### config.mk
export PLATFORM = sky130hd
export DESIGN_NAME = dsc_front
export DESIGN_NICKNAME = d
export VERILOG_FILES = /design/src/rtl/core/dsc_pkg.sv /design/src/rtl/core/dsc_front.sv
export SDC_FILE = /design/constraint.sdc
export NUM_CORES = 1
export LEC_CHECK = 0
export BUFFER_PORTS_ARGS = -buffer_cell sky130_fd_sc_hd__buf_2
export CORE_UTILIZATION = 26
export DETAILED_ROUTE_END_ITERATION = 16
export PLACE_DENSITY = 0.48
export SETUP_SLACK_MARGIN = 0.15
export SLEW_MARGIN = 0
export SYNTH_ARGS = -nofsm -noshare
export SYNTH_HDL_FRONTEND = slang
export SYNTH_SLANG_ARGS = --single-unit
### constraint.sdc
create_clock -name clk -period 5.48 [get_ports clk]
set_input_delay 0.822 -clock clk [delete_from_list [all_inputs] [get_ports clk]]
set_output_delay 0.822 -clock clk [all_outputs]
set_load 0.1 [all_outputs]
### src/rtl/core/dsc_pkg.sv
// shared types and constants of the moving-average crossover detector
package dsc_pkg;

	localparam int MAX_PERIOD_DEF  = 256;
	localparam int PRICE_WIDTH_DEF = 32;

	localparam int CFG_WIDTH = 9;
	localparam int CFG_IDX_W = 1;

	localparam logic [CFG_WIDTH-1:0] SHORT_PERIOD_RST = 9'd10;
	localparam logic [CFG_WIDTH-1:0] LONG_PERIOD_RST  = 9'd30;

	// result payload layout
	localparam int SUM_OUT_W    = 40;
	localparam int OUT_BUY_BIT  = 0;
	localparam int OUT_SELL_BIT = 1;
	localparam int OUT_SHORT_LO = 2;
	localparam int OUT_LONG_LO  = OUT_SHORT_LO + SUM_OUT_W;
	localparam int OUT_USED_W   = OUT_LONG_LO + SUM_OUT_W;
	localparam int OUT_DATA_W   = ((OUT_USED_W + 7) / 8) * 8;
	localparam int OUT_PAD_W    = OUT_DATA_W - OUT_USED_W;

	typedef enum logic [CFG_IDX_W-1:0] {
		REG_SHORT_PERIOD,
		REG_LONG_PERIOD
	} cfg_reg_t;

	typedef enum logic [1:0] {
		REL_BELOW,
		REL_EQUAL,
		REL_ABOVE
	} rel_t;

	// per-item control decided when the item is accepted
	typedef struct packed {
		logic sub_short;
		logic sub_long;
		logic status;
	} step_ctrl_t;

endpackage

### src/rtl/core/dsc_front.sv
// config registers, ring pointer, sample count and ring addressing
module dsc_front import dsc_pkg::*; #(
	parameter int MAX_PERIOD = MAX_PERIOD_DEF,
	parameter int AW         = 8
) (
	input  logic                 clk,
	input  logic                 arst_n,
	input  logic                 cfg_wr_en,
	input  logic [CFG_IDX_W-1:0] cfg_index,
	input  logic [CFG_WIDTH-1:0] cfg_wdata,
	input  logic                 in_fire,
	output logic [AW-1:0]        wr_addr,
	output logic [AW-1:0]        rd_addr_short,
	output logic [AW-1:0]        rd_addr_long,
	output step_ctrl_t           ctrl,
	output logic                 restart,
	output logic [CFG_WIDTH-1:0] eff_short,
	output logic [CFG_WIDTH-1:0] eff_long
);

	logic [CFG_WIDTH-1:0] short_period_q;
	logic [CFG_WIDTH-1:0] long_period_q;
	logic [AW-1:0]        wp_q;
	logic [CFG_WIDTH-1:0] cnt_q;
	logic [CFG_WIDTH:0]   cnt_inc;
	logic [AW:0]          back_s;
	logic [AW:0]          back_l;

	assign restart = cfg_wr_en;

	// effective windows: long in 1..MAX_PERIOD, short in 1..long
	always_comb begin
		if (long_period_q == '0) begin
			eff_long = CFG_WIDTH'(1);
		end else if (32'(long_period_q) > 32'(MAX_PERIOD)) begin
			eff_long = CFG_WIDTH'(MAX_PERIOD);
		end else begin
			eff_long = long_period_q;
		end
		if (short_period_q == '0) begin
			eff_short = CFG_WIDTH'(1);
		end else if (short_period_q > eff_long) begin
			eff_short = eff_long;
		end else begin
			eff_short = short_period_q;
		end
	end

	// entry written n items ago, modulo the ring depth
	always_comb begin
		back_s = {1'b0, wp_q} + (AW+1)'(MAX_PERIOD) - (AW+1)'(eff_short);
		back_l = {1'b0, wp_q} + (AW+1)'(MAX_PERIOD) - (AW+1)'(eff_long);
		if (back_s >= (AW+1)'(MAX_PERIOD)) begin
			back_s = back_s - (AW+1)'(MAX_PERIOD);
		end
		if (back_l >= (AW+1)'(MAX_PERIOD)) begin
			back_l = back_l - (AW+1)'(MAX_PERIOD);
		end
	end

	assign rd_addr_short = back_s[AW-1:0];
	assign rd_addr_long  = back_l[AW-1:0];
	assign wr_addr       = wp_q;

	assign cnt_inc = {1'b0, cnt_q} + (CFG_WIDTH+1)'(1);

	always_comb begin
		ctrl.sub_short = cnt_q >= eff_short;
		ctrl.sub_long  = cnt_q >= eff_long;
		ctrl.status    = (cnt_q >= eff_long) || (cnt_inc >= {1'b0, eff_long});
	end

	always_ff @(posedge clk or negedge arst_n) begin
		if (!arst_n) begin
			short_period_q <= SHORT_PERIOD_RST;
			long_period_q  <= LONG_PERIOD_RST;
			wp_q           <= '0;
			cnt_q          <= '0;
		end else if (cfg_wr_en) begin
			unique case (cfg_reg_t'(cfg_index))
				REG_SHORT_PERIOD: short_period_q <= cfg_wdata;
				REG_LONG_PERIOD:  long_period_q  <= cfg_wdata;
			endcase
			cnt_q <= '0;
		end else if (in_fire) begin
			wp_q <= (wp_q == AW'(MAX_PERIOD - 1)) ? '0 : wp_q + AW'(1);
			if (cnt_q < eff_long) begin
				cnt_q <= cnt_inc[CFG_WIDTH-1:0];
			end
		end
	end

endmodule

---- Word-level counts from Yosys, hierarchy flattened ----
Cells that the tools add are included.
storage, ports and cells
  register bits ........................... 35
  input port bits ......................... 14
  output and inout bits ................... 46
  logic and storage cells ................. 41
cells by class
  $add $sub $neg .......................... 7
  $lt $le $gt $ge ......................... 8
  equality and inequality tests ........... 1
  multiplexer cells ....................... 10
  bitwise operators ....................... 2
  reduce and logical (&&, ||, !) cells .... 9
operators with widths
  kind                                                                 count
  9-bit 2-to-1 mux                                                     7
  8-bit 2-to-1 mux                                                     3
  9-bit greater-or-equal comparator                                    2
  9-bit greater-or-equal comparator (second input constant)            2
  9-bit logical NOT                                                    2
  9-bit subtractor                                                     2
  8-bit by 1-bit subtractor with 8-bit output (second input constant)  2
  9-bit by 1-bit adder with 10-bit output (second input constant)      1
  10-bit by 9-bit greater-or-equal comparator with 1-bit output        1
  8-bit by 9-bit adder with 9-bit output (second input constant)       1
  9-bit greater-than comparator                                        1
  9-bit greater-than comparator (second input constant)                1
  9-bit less-than comparator                                           1
  8-bit by 1-bit adder with 8-bit output (second input constant)       1
  8-bit equality test (second input constant)                          1
  2-bit AND reduction                                                  4
  2-bit nonzero test                                                   2
  1-bit NOT                                                            2
  1-bit logical OR                                                     1

---- Logic depth before layout (Yosys ltp) ----
Gate-level depths: netlist of run 1.
  depth after elaboration ................. 9
  gate-level depth with buffers ........... 18
  depth with buffers taken out ............ 17

---- Worst setup path before layout of run 1 ----
No wires, ideal clock.
  path type ............................... register to output
  start point ............................. reg long_period_q[6]
  end point ............................... out rd_addr_short[4]
  arrival time ............................ 6761 ps
  data required time ...................... 4658 ps
  path slack .............................. -2103 ps
  cell stages (with the launch flop) ...... 16
  path buffers ............................ 1
  cell sequence ........................... dfrtp_1 nor4_1 a21oi_1 nor2_1 ha_1 o21ai_1 a2111oi_1 a41oi_1 buf_6 mux2i_1 nor2_1 fa_1 nor2b_1 o21ai_0 a21boi_0 nor2_1
between the ends
  word-level cells in the longest chain between the ends .. 9
  elaborated cells between the ends (all ways) .. 11
  those cells by class .................... add/sub (2); order compare (3); mux (5); reduce/logical (1)
ends and longest elaborated chain
  what                                                                                                     line                              RTL
  start, declared                                                                                          dsc_front.sv:22                   logic [CFG_WIDTH-1:0] long_period_q;
  start signal, assigned                                                                                   dsc_front.sv:82                   REG_LONG_PERIOD: long_period_q <= cfg_wdata;
  9-bit greater-than comparator                                                                            dsc_front.sv:35                   end else if (32'(long_period_q) > 32'(MAX_PERIOD)) begin
  9-bit 2-to-1 mux                                                                                         dsc_front.sv:35
  9-bit 2-to-1 mux (*)                                                                                     dsc_front.sv:33                   if (long_period_q == '0) begin
  named net eff_long[0]                                                                                    dsc_front.sv:18                   output logic [CFG_WIDTH-1:0] eff_long
  9-bit greater-than comparator (*)                                                                        dsc_front.sv:42                   end else if (short_period_q > eff_long) begin
  9-bit 2-to-1 mux (*)                                                                                     dsc_front.sv:42
  9-bit 2-to-1 mux (*)                                                                                     dsc_front.sv:40                   if (short_period_q == '0) begin
  named net eff_short[1]                                                                                   dsc_front.sv:17                   output logic [CFG_WIDTH-1:0] eff_short,
  9-bit subtractor (*)                                                                                     dsc_front.sv:51                   back_s = {1'b0, wp_q} + (AW+1)'(MAX_PERIOD) - (AW+1)'(eff_short);
  8-bit by 1-bit subtractor with 8-bit output / 9-bit greater-or-equal comparator (equally long branches)  dsc_front.sv:54, dsc_front.sv:53
  8-bit 2-to-1 mux (*)                                                                                     dsc_front.sv:53                   if (back_s >= (AW+1)'(MAX_PERIOD)) begin
  end, declared                                                                                            dsc_front.sv:13                   output logic [AW-1:0] rd_addr_short,
The timed path passes the listed nets; every way through them passes the cells marked *.

---- Worst setup path after layout of run 1 ----
  start point ............................. reg long_period_q[7]
  end point ............................... out rd_addr_short[7]
between the ends
  word-level cells in the longest chain between the ends .. 9
  elaborated cells between the ends (all ways) .. 11
  those cells by class .................... add/sub (2); order compare (3); mux (5); reduce/logical (1)
ends and longest elaborated chain
  what                                                                                                     line
  9-bit greater-than comparator                                                                            dsc_front.sv:35
  9-bit 2-to-1 mux                                                                                         dsc_front.sv:35
  9-bit 2-to-1 mux (*)                                                                                     dsc_front.sv:33
  9-bit greater-than comparator                                                                            dsc_front.sv:42
  9-bit 2-to-1 mux (*)                                                                                     dsc_front.sv:42
  9-bit 2-to-1 mux (*)                                                                                     dsc_front.sv:40
  9-bit subtractor (*)                                                                                     dsc_front.sv:51
  8-bit by 1-bit subtractor with 8-bit output / 9-bit greater-or-equal comparator (equally long branches)  dsc_front.sv:54, dsc_front.sv:53
  8-bit 2-to-1 mux (*)                                                                                     dsc_front.sv:53
Every way passes the cells marked *; elsewhere a longest branch is shown, timed or not.

==> results of run 1 <==
[registers in the layout (all words and copies together) (netlist names)]
register        cells
short_period_q      9
wr_addr             8
long_period_q       9
cnt_q               9
[worst max-delay path, stage by stage (launching register included)]
cell and delay (ns):
sky130_fd_sc_hd__dfrtp_1 0.40, sky130_fd_sc_hd__nor4_2 0.32, sky130_fd_sc_hd__a21oi_2 0.11, sky130_fd_sc_hd__nor2_4 0.14, sky130_fd_sc_hd__ha_2 0.18, sky130_fd_sc_hd__o21ai_1 0.06, sky130_fd_sc_hd__a2111oi_2 0.39, sky130_fd_sc_hd__a41oi_2 0.15
sky130_fd_sc_hd__buf_6 0.21, sky130_fd_sc_hd__buf_4 0.16, sky130_fd_sc_hd__mux2i_1 0.16, sky130_fd_sc_hd__or2_2 0.34, sky130_fd_sc_hd__ha_1 0.38, sky130_fd_sc_hd__o21ai_0 0.11, sky130_fd_sc_hd__nand2b_1 0.10, sky130_fd_sc_hd__o41ai_2 0.07
sky130_fd_sc_hd__xor2_1 0.34, sky130_fd_sc_hd__xnor2_4 0.17, sky130_fd_sc_hd__buf_12 0.19
[cell type report]
class / instances / area share, %
Tap cell: 168 / 4.867
Inverter: 23 / 2.057
Sequential cell: 35 / 20.48
Clock buffer: 6 / 2.984
Multi-Input combinational cell: 297 / 56.78
Timing Repair Buffer: 74 / 11.96
Clock inverter: 2 / 0.8691
[metal layers]
layer | GRT usage (%) | up-vias
li1 | - | 1429
met1 | 20.93 | 1356
met2 | 23.56 | 72
met3 | 2.435 | 13
met4 | 3.030 | 0
met5 | 0 | -
[cells in the mapped netlist (all sizes together), types with 5 or more instances]
library cell and count:
ha 53, nand2 31, dfrtp 29, nor2 27, o21ai 26, a21oi 22
inv 22, mux2 21, xnor2 16, nor2b 14, nand3 10, mux2i 8
or2 7, a21boi 6, clkbuf 6, dfstp 6, xor2 6, and3 5
nand2b 5
[logic make-up (layout without fill, tap and decap cells)]
logic type	Yosys count	after routing
flops	35	35
compound gates	74	74
simple gates	117	117
mux	29	29
xor+xnor	22	22
buf+inv	31	105
fa+ha+maj	55	55
[final timing paths]
kind                            cells after the start  slack (ns)           endpoint             start
worst max-delay path                               18        0.40   rd_addr_short[7]  long_period_q[7]
worst min-delay path                                1        0.57   long_period_q[7]  long_period_q[7]
worst max register to register                     11        2.67           cnt_q[6]  long_period_q[7]
worst min register to register                      1        0.57   long_period_q[7]  long_period_q[7]
max in group asynchronous                           1        4.28   long_period_q[8]            arst_n
min in group asynchronous                           1        0.64  short_period_q[6]            arst_n
[stage by stage]
| step | area (um^2) | setup WS, ns |
|---|---|---|
| after floorplan | 3398 | 0.06698 |
| after global placement | 4028 | 0.4195 |
| after detailed placement | 4028 | 0.3058 |
| after CTS | 4207 | 0.1504 |
| after global routing | 4319 | 0.1381 |
| final | 4319 | 0.3968 |
[timing repair]
action | CTS | global route
resized for setup | 4 | 13
buffers inserted | 0 | 7
pin swaps | 0 | 5
setup endpoints to repair | 2 | 2
==> out/summary.md, run 1 <==
* 0 — final setup violation count
* 605 — final cell count without fillers
* 196.7 MHz — Peak Freq
* 4.66 ns — critical path data required time
* 100.0% — Async SR Flop Fraction
* 0 — synthesis warning total
* 884.6 um^2 — sequential cell area in the final layout
* 377 um — Met3 Routed Length
* 41.71% — Slew headroom
* 5.083 ns — min cycle time layout
* 34.55% — share of final-layout standard cells stronger than drive strength 1
* 60 — Top Ports
* flop — nature of the critical path startpoint
* 4.26 ns — arrival time of data at the critical path endpoint
* 0.28 ns — Worst-Skew Late Latency
* 590 — Cell Count Post-Placement
* 12,160 um^2 — core region area
* 0 — number of violations of the max-capacitance limit
* 0.005704 ns — Post-Route Skew
* 0 — GRT overflow
* 505 — fin nets
* 0 — number of hold-slack violations in the final timing report
* 2 — depth of the CTS H-tree
* 114.3 um — floorplan die height
* 2,870 — vias after detailed routing
* 0 — number of slew-limit violations in the final report
* sky130_fd_sc_hd__dfrtp_1, sky130_fd_sc_hd__ha_1, sky130_fd_sc_hd__mux2_2 — cells taking the most area after synthesis
* flop to primary output — WS Path Type
* 0.8248 — GPL Wtd Cong
* 0 — residual antenna-violating net count after detailed routing
* 0.5664 ns — final hold slack
* 0 — count of hold buffers inserted by post-cts repair
* 26.96% — share of synthesized area occupied by flip-flops and latches
* 15.30 um — Routed WL per cell
* 0 — DRC violation count after routing
* 5 — CTS Buf Count
* 14.76% — GRT Total Usage
* 0 — Post-synth EDFFs
* 36 — pin count of the biggest net entering global routing
* 21.46% — area share of fa/ha/maj cells after synthesis
* sky130_fd_sc_hd__clkbuf_16 — cell at the root of the clock tree
* 4674 um — detailed-routing wirelength on met1
* sky130_fd_sc_hd__buf_2 — most common library cell in the layout ignoring fill and taps
* 7377 um — DP HPWL
* 35 — clk sink count
* 1,255 — Filler Cells Inserted
* 13.44% — compound-gate portion of the synthesized area
* 14,940 um — first-pass GRT wire length
* done — CTS tree
* 0 ns — total negative slack for setup checks
* 13,060 um^2 — die area
* 10.04% — proportion of synthesized area in mux cells
* flop to flop — Worst Hold Class
* 2 — number of buffers on the longest clock path
* 92.76% — final cycle utilization of the critical path
* 363 — cell count after synthesis
* 2,865 — via count of the first global-routing pass
* 26.94% — effective utilization at floorplan
* 114.3 um — horizontal extent of the die
* sky130_fd_sc_hd__dfrtp_1 — Synth Flop Type
* sky130_fd_sc_hd__dfrtp_1 — Synth area leader
* 123 — Detailed Route Iter0 Violations
* 5.880% — xor-xnor portion of the synthesized cell area
* 22.15% — area share of the largest cell type after synthesis
* 3277 um^2 — post-synth design cell area
* no — RSZ-0062 raised after global routing
* 0 — count of inserted antenna diode cells
* 9.027 um^2 — syn avg cell area
* 18.33% — simple-gate portion of the synthesized area
* 4069 um — routed wire length on met2
* 4 — first-pass detailed-route iteration total
* adder cells — dominant combinational cell family by area after synthesis
* 31.81% — Syn-to-layout area delta
* 2452 um^2 — area of combinational cells with multiple inputs
* 40 — floorplan row count
* 9257 um — Detailed Route WL
* 0 — antenna violations before repair
* 5 — maximum fanout along the worst path
* met4 — top layer reached by signal wires
* primary output — crit end category
* completed — status
* 59 — count of buffers inserted at the top-level ports
* 0.8726 ns — transition time at the pin with the least slew margin
* 35.51% — post-layout util
* 0.06 ns — Reg clk slew, reported paths
* sky130_fd_sc_hd__buf_2, sky130_fd_sc_hd__ha_1, sky130_fd_sc_hd__nand2_1, sky130_fd_sc_hd__dfrtp_1, sky130_fd_sc_hd__inv_1 — commonest cells after routing, fill and taps aside
* 4.744 — average vias per placed instance
* 432 — number of nets in the synthesized netlist
* 35 — number of flip-flops and latches in the synthesized netlist
* 48 — unique cell type count in the Yosys netlist
Power of run 1 is not shown: default switching activity piles up to over one toggle a cycle in this logic, so the estimate is an artifact.
==> run 2, diff against run 1 <==
- CELL_PAD_IN_SITES_DETAIL_PLACEMENT: not set -> 2
- CELL_PAD_IN_SITES_GLOBAL_PLACEMENT: not set -> 2
- CORE_UTILIZATION: 26 -> 34
- PLACE_DENSITY: 0.48 -> 0.85
- SLEW_MARGIN: 0 -> 10
==> out/summary.md, run 2 (synthesized netlist as in run 1, its figures left out) <==
* 0 — number of slew-limit violations in the final report, unchanged
* 0 — antenna violations before repair, unchanged
* long_period_q[0] — end point of the worst hold path
* 0 — GRT overflow, unchanged
* 0.43 ns — max incr delay on CP, +0.03 ns
* 19,330 um — first-pass GRT wire length, +29%
* 0 ns — total negative slack for setup checks, unchanged
* 313 um — Met3 Routed Length, -17%
* 9284 um^2 — core region area, -24%
* 0 — residual antenna-violating net count after detailed routing, unchanged
* 36 — pin count of the biggest net entering global routing, unchanged
* 39.13% — Slew headroom, -2.6 points
* 0 — DRC violation count after routing, unchanged
* 0 — count of inserted antenna diode cells, unchanged
* 8895 um — DP HPWL, +21%
* 35.30% — effective utilization at floorplan, +8.4 points
* 4.66 ns — critical path data required time, about the same
* 10,030 um^2 — die area, -23%
* 0.008465 ns — Post-Route Skew, +0.002761 ns
* sky130_fd_sc_hd__buf_2, sky130_fd_sc_hd__ha_1, sky130_fd_sc_hd__dfrtp_1, sky130_fd_sc_hd__nand2_1, sky130_fd_sc_hd__inv_1 — commonest cells after routing, fill and taps aside
* 2491 um^2 — area of combinational cells with multiple inputs, +1.6%
* completed — status
* 0.31 ns — Worst-Skew Late Latency, +0.03 ns
* 59 — count of buffers inserted at the top-level ports, unchanged
* 0 — final setup violation count, unchanged
* long_period_q[0] — min-delay src
* 2.60 ns — R2R Setup Slk, -0.07 ns
* 504 — fin nets, -0.20%
* 1 — hold depth, unchanged
* 0.6045 ns — final hold slack, +0.03811 ns
* flop to primary output — WS Path Type
* 0.9111 ns — transition time at the pin with the least slew margin, +0.03853 ns
* flop — nature of the critical path startpoint
* nor4_2 -> a21oi_2 -> nor2_4 -> ha_2 -> o21ai_1 -> a2111oi_2 -> a41oi_2 -> buf_4 -> a211o_4 -> ha_4 -> fa_2 -> nor2b_1 -> o21ai_1 -> a21boi_2 -> o21a_1 -> nor2_4 -> xnor2_4 -> buf_12 — critical-path cell list
* 1,020 — Filler Cells Inserted, -19%
* 12,890 um — Detailed Route WL, +39%
* 3,502 — via count of the first global-routing pass, +22%
* 35 — floorplan row count, -13%
* 2 — depth of the CTS H-tree, unchanged
* met4 — top layer reached by signal wires
* 60 — Top Ports, unchanged
* done — CTS tree
* 7 — maximum fanout along the worst path, +2
* 25.63% — GRT Total Usage, +11 points
* 3,130 — vias after detailed routing, +9.1%
* sky130_fd_sc_hd__a2111oi_2 — Slowest-stage cell, CP
* 5.316 ns — min cycle time layout, +0.2328 ns
* 0 — number of violations of the max-capacitance limit, unchanged
* sky130_fd_sc_hd__clkbuf_8 — cell at the root of the clock tree
* 4.49 ns — arrival time of data at the critical path endpoint, +0.23 ns
* 0 — count of hold buffers inserted by post-cts repair, unchanged
* 188.1 MHz — Peak Freq, -4.4%
* primary output — crit end category
* sky130_fd_sc_hd__buf_2 — most common library cell in the layout ignoring fill and taps
* 100.2 um — horizontal extent of the die, -12%
* 6848 um — routed wire length on met2, +68%
* 0.08 ns — Reg clk slew, reported paths, +0.02 ns
* cnt_q[6] — endpoint of the most critical register-to-register path
* 11 — depth of the worst register-to-register path, unchanged
* 5 — CTS Buf Count, unchanged
* 4 — first-pass detailed-route iteration total, unchanged
* 5.540 — average vias per placed instance, +17%
* 97.01% — final cycle utilization of the critical path, +4.2 points
* cnt_q (9), long_period_q (9), short_period_q (9) — Largest regs
* 22.82 um — Routed WL per cell, +49%
* long_period_q[7] — R2R Path Start
* 884.6 um^2 — sequential cell area in the final layout, unchanged
* 36.24% — share of final-layout standard cells stronger than drive strength 1, +1.7 points
* 35 — clk sink count, unchanged
* 5356 um — detailed-routing wirelength on met1, +15%
* 29.59% — Syn-to-layout area delta
* 100.2 um — floorplan die height, -12%
* 0.9624 — GPL Wtd Cong, +17%
* 2 — number of buffers on the longest clock path, unchanged
* 0 — number of hold-slack violations in the final timing report, unchanged
* 79 — Detailed Route Iter0 Violations, -36%
* flop to flop — Worst Hold Class
-- run 2: cell count changes in the layout (fill, tap and decap cells not counted), sizes merged --
| cell | previous run | this run |
|---|---|---|
| clkbuf | 6 | 5 |
| clkinv | 0 | 3 |
| inv | 23 | 22 |
| clkinvlp | 1 | 0 |
| buf | 74 | 73 |
-- run 2: repair_timing --
| action | in CTS | in global routing |
|---|---|---|
| setup endpoints to repair | 5 | 2 |
| pin swaps | 3 | 6 |
| cloned | 0 | 0 |
| gates resized for setup | 10 | 17 |
| hold endpoints to repair | 0 | 0 |
| buffers inserted | 2 | 7 |
-- run 2: layer usage --
layer	global-route usage (%)	vias to the layer above
li1	-	1426
met1	29.51	1599
met2	48.21	72
met3	4.387	33
met4	7.469	0
met5	0	-
-- run 2: worst max path at each step --
stage / start / depth (start not counted) / slack [ns] / end
after detailed placement: long_period_q[8] / 17 / 0.20 / rd_addr_short[7]
after global routing: long_period_q[7] / 17 / -0.002 / rd_addr_short[7]
final: long_period_q[7] / 18 / 0.16 / rd_addr_short[6]
after global placement: long_period_q[8] / 18 / 0.43 / rd_addr_short[6]
after floorplan: long_period_q[7] / 17 / 0.07 / rd_addr_short[6]
after CTS: long_period_q[7] / 17 / 0.16 / rd_addr_short[7]
-- run 2: stage by stage --
step           area, um^2  worst slack (ns)  utilization [%]  instances
4_1_cts              4109            0.1618            44.26        558
6_report             4247            0.1640            45.74        565
5_1_grt              4247         -0.002001            45.74        565
2_1_floorplan        3398           0.06698                -        363
3_3_place_gp         3956            0.4268            42.61        548
3_5_place_dp         3956            0.1984            42.61        548
-- run 2: area by class of cell --
| cell class | instances | area share (%) |
|---|---|---|
| Tap cell | 129 | 3.801 |
| Timing Repair Buffer | 73 | 11.90 |
| Multi-Input combinational cell | 297 | 58.66 |
| Clock buffer | 5 | 1.621 |
| Clock inverter | 3 | 1.031 |
| Sequential cell | 35 | 20.83 |
| Inverter | 23 | 2.151 |
-- run 2: worst max-delay path: cells and delay by family (launching register included) --
family                     cells  cell delay, ns
DFF                            1            0.42
buffers and inverters          2            0.40
xor gates and xnor gates       1            0.19
and+or+nand+nor                4            0.73
adders and majority gates      3            0.81
AOI/OAI and AO/OA              8            1.63
Power of run 2 is left out for the same reason.
==> run 3, diff against run 2 <==
--- a/constraint.sdc
+++ b/constraint.sdc
@@ -3,2 +3,2 @@
 set_output_delay 0.822 -clock clk [all_outputs]
-set_load 0.1 [all_outputs]
+set_load 0.05 [all_outputs]
==> out/summary.md, run 3 (synthesized netlist as in run 1, its figures left out) <==
* 42.29% — post-layout util, -3.5 points
* 0 ns — total negative slack for setup checks, unchanged
* 35 — clk sink count, unchanged
* 5 — CTS Buf Count, unchanged
* 2 — depth of the CTS H-tree, unchanged
* 18,960 um — first-pass GRT wire length, -1.9%
* 0 — DRC violation count after routing, unchanged
* 192.7 MHz — Peak Freq, +2.4%
* 60 — Top Ports, unchanged
* 571.6 nW/um^2 — Pwr per Cell Area
* 0.8230 — GPL Wtd Cong, -14%
* 35.30% — effective utilization at floorplan, unchanged
* 0.1891 ns — post-place setup slack, -0.009346 ns
* 19.82% — Syn-to-layout area delta
* 0 — GRT overflow, unchanged
* 1.959 nW — leakage power of the design
* 0 — count of inserted antenna diode cells, unchanged
* flop to primary output — WS Path Type
* 9401 um — DP HPWL, +5.7%
* 100.2 um — horizontal extent of the die, unchanged
* 2.244 mW — Final Power
* 5.486 — average vias per placed instance, -0.98%
* 499 — fin nets, -0.99%
* 9 — maximum fanout along the worst path, +2
* 4.37 ns — arrival time of data at the critical path endpoint, -0.12 ns
* 21.91 um — Routed WL per cell, -4.0%
* 59 — count of buffers inserted at the top-level ports, unchanged
* flop — nature of the critical path startpoint
* inv_4 -> nand2_2 -> ha_1 -> nand4_1 -> nor2_2 -> a2111oi_2 -> a41oi_2 -> buf_4 -> nor2_1 -> a211o_2 -> ha_1 -> fa_1 -> nor2b_1 -> o21ai_2 -> a21boi_2 -> o21a_1 -> nor2_1 -> xnor2_2 -> buf_4 — critical-path cell list
* 24.92% — GRT Total Usage, -0.71 points
* 86 — Detailed Route Iter0 Violations, +8.9%
* sky130_fd_sc_hd__buf_2, sky130_fd_sc_hd__ha_1, sky130_fd_sc_hd__nand2_1, sky130_fd_sc_hd__dfrtp_1, sky130_fd_sc_hd__nor2_1 — commonest cells after routing, fill and taps aside
* no — RSZ-0062 raised after global routing
* 0 — final setup violation count, unchanged
* 31.09% — share of final-layout standard cells stronger than drive strength 1, -5.1 points
* flop to flop — Worst Hold Class
* 4.66 ns — critical path data required time, about the same
* 4 — first-pass detailed-route iteration total, unchanged
* 94.69% — final cycle utilization of the critical path, -2.3 points
* 0.47 ns — max incr delay on CP, +0.04 ns
* 3,483 — via count of the first global-routing pass, -0.54%
* 36.87% — Slew headroom, -2.3 points
* 0 — number of violations of the max-capacitance limit, unchanged
* 0.9450 ns — transition time at the pin with the least slew margin, +0.03389 ns
* 0 — number of slew-limit violations in the final report, unchanged
* done — CTS tree
* 0 — number of hold-slack violations in the final timing report, unchanged
* 0 — count of hold buffers inserted by post-cts repair, unchanged
* adder cells — family with the most delay on the worst path
* 36 — pin count of the biggest net entering global routing, unchanged
* 5.189 ns — min cycle time layout, -0.1270 ns
* 3 — critical path buffer and inverter count, +1
* 100.2 um — floorplan die height, unchanged
* 0.09 ns — Reg clk slew, reported paths, about the same
* 12,270 um — Detailed Route WL, -4.8%
* completed — status
* 3755 um^2 — dpl cell area, -5.1%
* 9284 um^2 — core region area, unchanged
* 2 — number of buffers on the longest clock path, unchanged
* cnt_q (9), long_period_q (9), short_period_q (9) — Largest regs
* 0 — antenna violations before repair, unchanged
* 35 — floorplan row count, unchanged
* 3,072 — vias after detailed routing, -1.9%
* 3926 um^2 — post-route standard cell area excluding fillers, -7.5%
* 0 — residual antenna-violating net count after detailed routing, unchanged
* 0.2910 ns — worst-case setup margin in the final layout, +0.1270 ns
* sky130_fd_sc_hd__buf_2 — most common library cell in the layout ignoring fill and taps
* sky130_fd_sc_hd__clkbuf_8 — cell at the root of the clock tree
* primary output — crit end category
* 10,030 um^2 — die area, unchanged
* 0.3321 mV — worst ir drop on vdd
* 0.31 ns — Worst-Skew Late Latency, about the same
* 0.004109 ns — Post-Route Skew, -0.004356 ns
* sky130_fd_sc_hd__dfrtp_2 — Slowest-stage cell, CP
run 3: path summary, 6_finish.rpt:
| check | endpoint | cells past startpoint | start | slack, ns |
|---|---|---|---|---|
| setup / recovery | rd_addr_short[6] | 19 | long_period_q[8] | 0.29 |
| hold / removal | long_period_q[0] | 1 | long_period_q[0] | 0.59 |
| setup reg to reg | cnt_q[6] | 11 | long_period_q[6] | 2.42 |
| hold reg to reg | long_period_q[0] | 1 | long_period_q[0] | 0.59 |
| max in group asynchronous | long_period_q[8] | 1 | arst_n | 4.30 |
| min in group asynchronous | cnt_q[7] | 1 | arst_n | 0.61 |
run 3: layout make-up:
type                       count  area [um^2]
timing repair buffer          68        371.6
multi-input combinational    297         2327
fill                        1056         5358
tap                          129        161.4
sequential                    35        884.6
clock inverter                 3        23.77
clock buffer                   5        68.82
inverter                      23        88.84
run 3: where the power goes:
group	internal [mW]	switching [mW]	leakage [nW]
registers	0.299	0.0621	0.432
clock network	0.0912	0.121	0.0408
logic	0.485	1.19	1.49
run 3: metrics by stage:
| stage | std cells | hold slack (ns) |
|---|---|---|
| final | 560 | 0.5914 |
| after global routing | 560 | 0.5972 |
| after CTS | 558 | 0.5494 |
| after detailed placement | 549 | 0.5282 |
| after global placement | 549 | 0.5009 |
| after floorplan | 363 | 0.4803 |
run 3: timing repair:
| item | 4_1_cts | 5_1_grt |
|---|---|---|
| setup buffers | 1 | 2 |
| pin swaps | 0 | 3 |
| setup endpoints to repair | 5 | 3 |
| resized for setup | 9 | 12 |
run 3: per-layer routing:
| layer | share of wire [%] | vias up | track usage [%] |
|---|---|---|---|
| li1 | - | 1416 | - |
| met1 | 40 | 1542 | 29.22 |
| met2 | 53 | 81 | 45.42 |
| met3 | 2.8 | 33 | 3.273 |
| met4 | 3.7 | 0 | 10.59 |
| met5 | 0 | - | 0 |
(Power assumes the default switching activity.)
